--- config.mk ---
export PLATFORM = sky130hd
export DESIGN_NAME = contact_count_table_core
export DESIGN_NICKNAME = d
export VERILOG_FILES = /design/src/rtl/core/cct_pkg.sv /design/src/rtl/core/cct_alu.sv /design/src/rtl/core/contact_count_table_core.sv
export SDC_FILE = /design/constraint.sdc
export NUM_CORES = 2
export LEC_CHECK = 0
export BUFFER_PORTS_ARGS = -buffer_cell sky130_fd_sc_hd__buf_2
export CORE_MARGIN = 4
export CORE_UTILIZATION = 51
export DETAILED_ROUTE_END_ITERATION = 10
export HOLD_SLACK_MARGIN = 0.1
export PLACE_DENSITY = 0.76
export SYNTH_ARGS = -nofsm -noshare
export SYNTH_HDL_FRONTEND = slang
export SYNTH_SLANG_ARGS = --single-unit
--- constraint.sdc ---
create_clock -name clk -period 26.1 [get_ports clk]
set_input_delay 2.61 -clock clk [delete_from_list [all_inputs] [get_ports clk]]
set_output_delay 2.61 -clock clk [all_outputs]
set_load 0.02 [all_outputs]
--- src/rtl/core/cct_pkg.sv ---
// cct_pkg: shared types and constants of the contact count table
// table size, counter width, item kinds and the shared unit's operation codes
// no dependencies
package cct_pkg;

  // table geometry
  localparam int NUM_ENTRIES = 64;
  localparam int IDX_W       = (NUM_ENTRIES > 1) ? $clog2(NUM_ENTRIES) : 1;
  localparam int COUNT_W     = 24;
  localparam int HIGH_W      = 16;
  localparam int HIGH_LSB    = 8;

  // item field widths
  localparam int KIND_W   = 2;
  localparam int ID_W     = 8;
  localparam int AMOUNT_W = 16;

  // item kinds
  localparam logic [KIND_W-1:0] KIND_HEARD    = 2'd0;
  localparam logic [KIND_W-1:0] KIND_SNAPSHOT = 2'd1;
  localparam logic [KIND_W-1:0] KIND_ACK      = 2'd2;
  localparam logic [KIND_W-1:0] KIND_READ     = 2'd3;

  // shared adder operation
  typedef logic alu_op_t;
  localparam alu_op_t ALU_ADD = 1'b0;
  localparam alu_op_t ALU_SUB = 1'b1;

  typedef logic [COUNT_W-1:0] count_t;

endpackage

--- src/rtl/core/cct_alu.sv ---
// cct_alu: shared 24-bit add / subtract unit, wrapping modulo 2^24
// used for heard additions, acknowledge subtractions and snapshot copies
// depends on cct_pkg
module cct_alu (
  input  cct_pkg::alu_op_t op,
  input  cct_pkg::count_t  a,
  input  cct_pkg::count_t  b,
  output cct_pkg::count_t  y
);
  import cct_pkg::*;

  // wrapping add or subtract
  always_comb begin
    unique case (op)
      ALU_ADD: y = a + b;
      ALU_SUB: y = a - b;
      default: y = a;
    endcase
  end

endmodule

--- src/rtl/core/contact_count_table_core.sv ---
// contact_count_table_core: two tables of per-neighbour 24-bit contact counters
// holds both table memories, the entry sequencer and the output register
// depends on cct_pkg and cct_alu
//
// Usage
//   Items arrive on item_valid / item_ready with fields kind, entry_id and
//   amount. Each item gives exactly one result on result_valid / result_ready
//   with fields count_high and status.
//   heard (kind 0) adds amount to current[entry_id]; id zero or an id at or
//   above the table size is ignored with status 1. read (kind 3) returns
//   bits 23..8 of sent[entry_id]; status 1 when the id is out of range.
//   snapshot (kind 1) copies current into sent; acknowledge (kind 2)
//   subtracts sent from current entry by entry and clears sent.
// Sequencing
//   heard and read: one registered table read, then the EXEC state, which
//   writes the sum through the shared adder (heard, unless ignored) or
//   captures the count (read); the result is then held in the DONE state.
//   snapshot and acknowledge: the sequencer walks every entry with a read
//   state (SWRD) and then a write state (SWWR) per entry, and presents the
//   result in the DONE state.
//   item_ready is high only while no item is in work and no result waits.
// Reset
//   rst clears the sequencer and the per-entry valid bits, so both tables
//   read as zero at once; no clearing pass is needed. item_ready is low
//   while rst is high.
// Stall
//   a result holds its fields until result_ready; no new item is taken
//   meanwhile.
module contact_count_table_core (
  input  logic                          clk,
  input  logic                          rst,
  input  logic                          item_valid,
  output logic                          item_ready,
  input  logic [cct_pkg::KIND_W-1:0]    kind,
  input  logic [cct_pkg::ID_W-1:0]      entry_id,
  input  logic [cct_pkg::AMOUNT_W-1:0]  amount,
  output logic                          result_valid,
  input  logic                          result_ready,
  output logic [cct_pkg::HIGH_W-1:0]    count_high,
  output logic                          status
);
  import cct_pkg::*;

  // sequencer states
  localparam logic [2:0] ST_IDLE = 3'd0;
  localparam logic [2:0] ST_EXEC = 3'd1;
  localparam logic [2:0] ST_SWRD = 3'd2;
  localparam logic [2:0] ST_SWWR = 3'd3;
  localparam logic [2:0] ST_DONE = 3'd4;

  logic [2:0]          state;
  logic [2:0]          state_next;
  logic [KIND_W-1:0]   kind_q;
  logic [AMOUNT_W-1:0] amount_q;
  logic [IDX_W-1:0]    idx;
  logic                ign_q;

  // table memories and their per-entry valid bits
  count_t                 cur_mem  [NUM_ENTRIES];
  count_t                 sent_mem [NUM_ENTRIES];
  logic [NUM_ENTRIES-1:0] cur_vld;
  logic [NUM_ENTRIES-1:0] sent_vld;

  count_t cur_q;
  count_t sent_q;
  logic   cur_vq;
  logic   sent_vq;
  count_t cur_val;
  count_t sent_val;

  logic             accept;
  logic [IDX_W-1:0] item_idx;
  logic [IDX_W-1:0] rd_idx;
  logic             in_range;
  logic             ign;
  logic             is_sweep;
  logic             last_idx;

  logic    cur_we;
  logic    sent_we;
  logic    sent_clr;
  alu_op_t alu_op;
  count_t  alu_b;
  count_t  alu_y;

  assign item_ready   = (state == ST_IDLE) && !rst;
  assign result_valid = (state == ST_DONE);
  assign accept       = item_valid && item_ready;

  // item decode
  assign item_idx = entry_id[IDX_W-1:0];
  assign in_range = ({1'b0, entry_id} < 9'(NUM_ENTRIES));
  assign is_sweep = (kind == KIND_SNAPSHOT) || (kind == KIND_ACK);
  assign ign      = ((kind == KIND_HEARD) && ((entry_id == '0) || !in_range))
                 || ((kind == KIND_READ) && !in_range);
  assign last_idx = (idx == IDX_W'(NUM_ENTRIES - 1));

  // read address: the incoming id while idle, else the working index
  assign rd_idx = (state == ST_IDLE) ? item_idx : idx;

  // registered table reads
  always_ff @(posedge clk) begin
    cur_q   <= cur_mem[rd_idx];
    sent_q  <= sent_mem[rd_idx];
    cur_vq  <= cur_vld[rd_idx];
    sent_vq <= sent_vld[rd_idx];
  end

  assign cur_val  = cur_vq  ? cur_q  : '0;
  assign sent_val = sent_vq ? sent_q : '0;

  // shared adder operands
  always_comb begin
    alu_op = ALU_ADD;
    alu_b  = '0;
    unique case (kind_q)
      KIND_HEARD: alu_b = {{(COUNT_W-AMOUNT_W){1'b0}}, amount_q};
      KIND_ACK: begin
        alu_op = ALU_SUB;
        alu_b  = sent_val;
      end
      default: alu_b = '0;
    endcase
  end

  cct_alu u_alu (
    .op (alu_op),
    .a  (cur_val),
    .b  (alu_b),
    .y  (alu_y)
  );

  // write enables
  assign cur_we   = ((state == ST_EXEC) && (kind_q == KIND_HEARD) && !ign_q)
                 || ((state == ST_SWWR) && (kind_q == KIND_ACK));
  assign sent_we  = (state == ST_SWWR) && (kind_q == KIND_SNAPSHOT);
  assign sent_clr = (state == ST_SWWR) && (kind_q == KIND_ACK);

  // table writes
  always_ff @(posedge clk) begin
    if (cur_we) begin
      cur_mem[idx] <= alu_y;
    end
    if (sent_we) begin
      sent_mem[idx] <= alu_y;
    end
  end

  // valid bits: reset makes every entry read as zero
  always_ff @(posedge clk) begin
    if (rst) begin
      cur_vld  <= '0;
      sent_vld <= '0;
    end else begin
      if (cur_we) begin
        cur_vld[idx] <= 1'b1;
      end
      if (sent_we) begin
        sent_vld[idx] <= 1'b1;
      end else if (sent_clr) begin
        sent_vld[idx] <= 1'b0;
      end
    end
  end

  // sequencer next state
  always_comb begin
    state_next = state;
    unique case (state)
      ST_IDLE: begin
        if (accept) begin
          state_next = is_sweep ? ST_SWRD : ST_EXEC;
        end
      end
      ST_EXEC: state_next = ST_DONE;
      ST_SWRD: state_next = ST_SWWR;
      ST_SWWR: state_next = last_idx ? ST_DONE : ST_SWRD;
      ST_DONE: begin
        if (result_ready) begin
          state_next = ST_IDLE;
        end
      end
      default: state_next = ST_IDLE;
    endcase
  end

  always_ff @(posedge clk) begin
    if (rst) begin
      state <= ST_IDLE;
    end else begin
      state <= state_next;
    end
  end

  // item capture and working index
  always_ff @(posedge clk) begin
    if (accept) begin
      kind_q   <= kind;
      amount_q <= amount;
      ign_q    <= ign;
      idx      <= is_sweep ? '0 : item_idx;
    end else if ((state == ST_SWWR) && !last_idx) begin
      idx <= idx + 1'b1;
    end
  end

  // result register
  always_ff @(posedge clk) begin
    if (accept) begin
      count_high <= '0;
      status     <= ign;
    end else if ((state == ST_EXEC) && (kind_q == KIND_READ) && !ign_q) begin
      count_high <= sent_val[HIGH_LSB +: HIGH_W];
    end
  end

endmodule

==> impl_metrics.ini <==
[run_status]
status = finished with violations
failed_checks = design-rule violations

[floorplan]
core.rowCount = 184
initial_core_util = 0.512
pin_count = 49
design.die.area_mm2 = 0.261
die_h_um = 511
core_mm2 = 0.251
die_x_um = 511

[synthesis]
synth_top_family_by_area = simple AND/OR/NAND/NOR gates
synthArstFlopShare = 0
netlist_area_mm2 = 0.129
syn-instance-count = 8131
yosys.area_share.simple = 0.103
synth_fa_ha_area_frac = 0.00278
synth_nets = 8189
yosys_warnings = 0
synth_edf_count = 3097
yosysUniqueCellTypes = 83
synth_xor_area_frac = 0.00190
synthFlopType = edfxtp_1
yosysSeqAreaShare = 0.752
synth_compound_area_frac = 0.0360
yosys_register_bits = 3294
syn_avg_cell_area_um2 = 15.8
muxShareOfSynthArea = 0.0812

[sta]
slew_headroom = 0.0841
clock_skew_ns = 0.0626
hold_viol = 0
drv_slew = 0
min_period_ns = 7.54
hold_ws_ns = 0.459
rsz0062_at_grt = false
fin_tns_setup_ns = 0
fmax_mhz = 133
setup_viol = 0
timing.final.crit_share = 0.289
worst_pin_slew_ns = 1.37

[global_routing]
globalRouteMet2Util = 0.446
grt_max_degree = 173
track_usage = 0.303
grt_most_used_layer = met2
grt_util_met3 = 0.122
antenna_found_initial = 31
grt_pass1_vias = 76300
gr-total-overflow = 0
grt_first_pass_wirelength_um = 564000
grt_use_met1 = 0.386

[final_layout]
nFillCells = 18100
final_nets = 8270
finalInstanceArea_mm2 = 0.143
final_cell_mix = 3097 x edfxtp_1, 1521 x nand2_1, 877 x nand3_1, 443 x mux4_2, 328 x clkbuf_16
finalCoreUtilization = 0.569
post_route_cells_drive_above_1_share = 0.158
final_common_cell = edfxtp_1
area_growth_pct = 11.0

[routing]
viasPerCell = 6.76
wl_per_cell_um = 34.1
num_vias = 80000
totalWireLength_um = 403000
firstDrtPassIters = 9
drc_errors = 1
drt_iter0_drc = 15500
drtAntennaViolNets = 0

[worst_setup_path]
worstSetupPathType = input port to register
end_kind = register
crit_start = entry_id[0]
worstSetupStartpointType = input port
required_ns = 26.94
worstPathArrival_ns = 8.39
r2r-start = sent_vq$_DFF_P_
cp_max_fo = 100

[clock_tree]
cts_made_buffers = 321
cts_tree = yes
clkLatencyLatePin_ns = 0.99
post_cts_buffers = 0
clock_path_buffers = 4
htree_levels = 5
clkTransAtPathRegs_ns = 0.06
cts.sinks = 3294
cts_resized = 0
holdBufCountCts = 0
clockRootBuffer = clkbuf_16

[pwr]
p_total_mw = 15.4
powerDensity_mw_per_mm2 = 107
p_leak_nw = 46.3
ir_drop_v = 0.000185

[placement]
dp_hpwl_um = 218000
placed_area_mm2 = 0.133
portBuffers = 48
gp_congestion = 0.923

[worst_hold_path]
hold_class = register to register
hp-start = count_high[13]$_SDFFE_PP0P_

[job]
cap_violations = 0
[synthesized netlist by cell type, drive strengths merged (22+ instances only)]
library cell / count / share of area
o21ai: 113 / 0.0044
nor3: 31 / 0.0012
nand3: 880 / 0.034
and3: 33 / 0.0016
a211oi: 22 / 0.0013
buf: 308 / 0.014
nand2b: 29 / 0.0014
edfxtp: 3097 / 0.72
mux2i: 41 / 0.0032
mux4: 443 / 0.077
nand2: 1524 / 0.044
inv: 81 / 0.0024
a22oi: 100 / 0.0058
a21oi: 208 / 0.0081
ha: 27 / 0.0026
clkbuf: 196 / 0.0057
dfxtp: 197 / 0.031
nand4: 112 / 0.0054
o2111ai: 34 / 0.0023
nor2: 263 / 0.0078
and2: 32 / 0.0016
a31oi: 53 / 0.0026
a221oi: 32 / 0.0023
[power by group]
part	internal (mW)	switching (mW)	leakage, nW
Combinational	0.761	2.81	12.0
Clock	2.54	1.93	4.86
Sequential	7.19	0.129	29.4
[layout make-up]
type,instances,area [um^2],area share
flip-flops and latches,3294,96900,0.678
multi-input cells,4251,29600,0.207
clock buffers,426,8770,0.0613
well taps,3348,4190,0.0293
repair buffers,262,1960,0.0137
clock inverters,133,1150,0.00807
inverters,82,310,0.00217
diodes,26,65.1,0.000455
[state kept, by name (all words and copies together), names as in the netlist, named ones only]
signal      count
cur_vld        64
amount_q       16
state           3
kind_q          2
sent_vq         1
idx             6
sent_mem     1536
cur_mem      1536
sent_q         24
count_high     16
cur_q          24
ign_q           1
cur_vq          1
[routing by layer]
metal  wire (um)  up-vias  part of all wire
li1            -    31400                 -
met1      129000    39700              0.32
met2      178000     7396              0.44
met3       70200     1479              0.17
met4       25900       20             0.064
met5         140        -           0.00035
[stage by stage]
stage | setup WS, ns | std cells
6_report | 18.56 | 11800
3_3_place_gp | 17.65 | 11200
4_1_cts | 18.56 | 11800
5_1_grt | 18.23 | 11800
3_5_place_dp | 17.58 | 11200
2_1_floorplan | 17.40 | 8131
[final timing paths]
path / slack, ns / to / depth (start not counted)
worst max-delay path: 18.56 / cur_q[1]$_DFF_P_ / 11
worst min-delay path: 0.46 / count_high[13]$_SDFFE_PP0P_ / 2
worst max register to register: 18.84 / cur_mem[56][22]$_DFFE_PP_ / 21
worst min register to register: 0.46 / count_high[13]$_SDFFE_PP0P_ / 2
[worst max-delay path: stages]
cell	delay (ns)
buf_2	0.11
or4b_1	0.64
nand2_8	0.60
buf_12	0.61
buf_4	0.67
buf_4	0.73
buf_4	0.84
mux4_2	0.62
a22o_1	0.27
a221oi_1	0.26
nand4_1	0.13
[cells by family after synthesis]
kind of cell / count (synthesis)
and+or+nand+nor: 3004
AOI/OAI and AO/OA: 701
DFF: 3294
xor gates and xnor gates: 28
adders and majority gates: 28
buffers and inverters: 586
muxes: 490
Note: power is estimated with default switching activity, not from simulation.
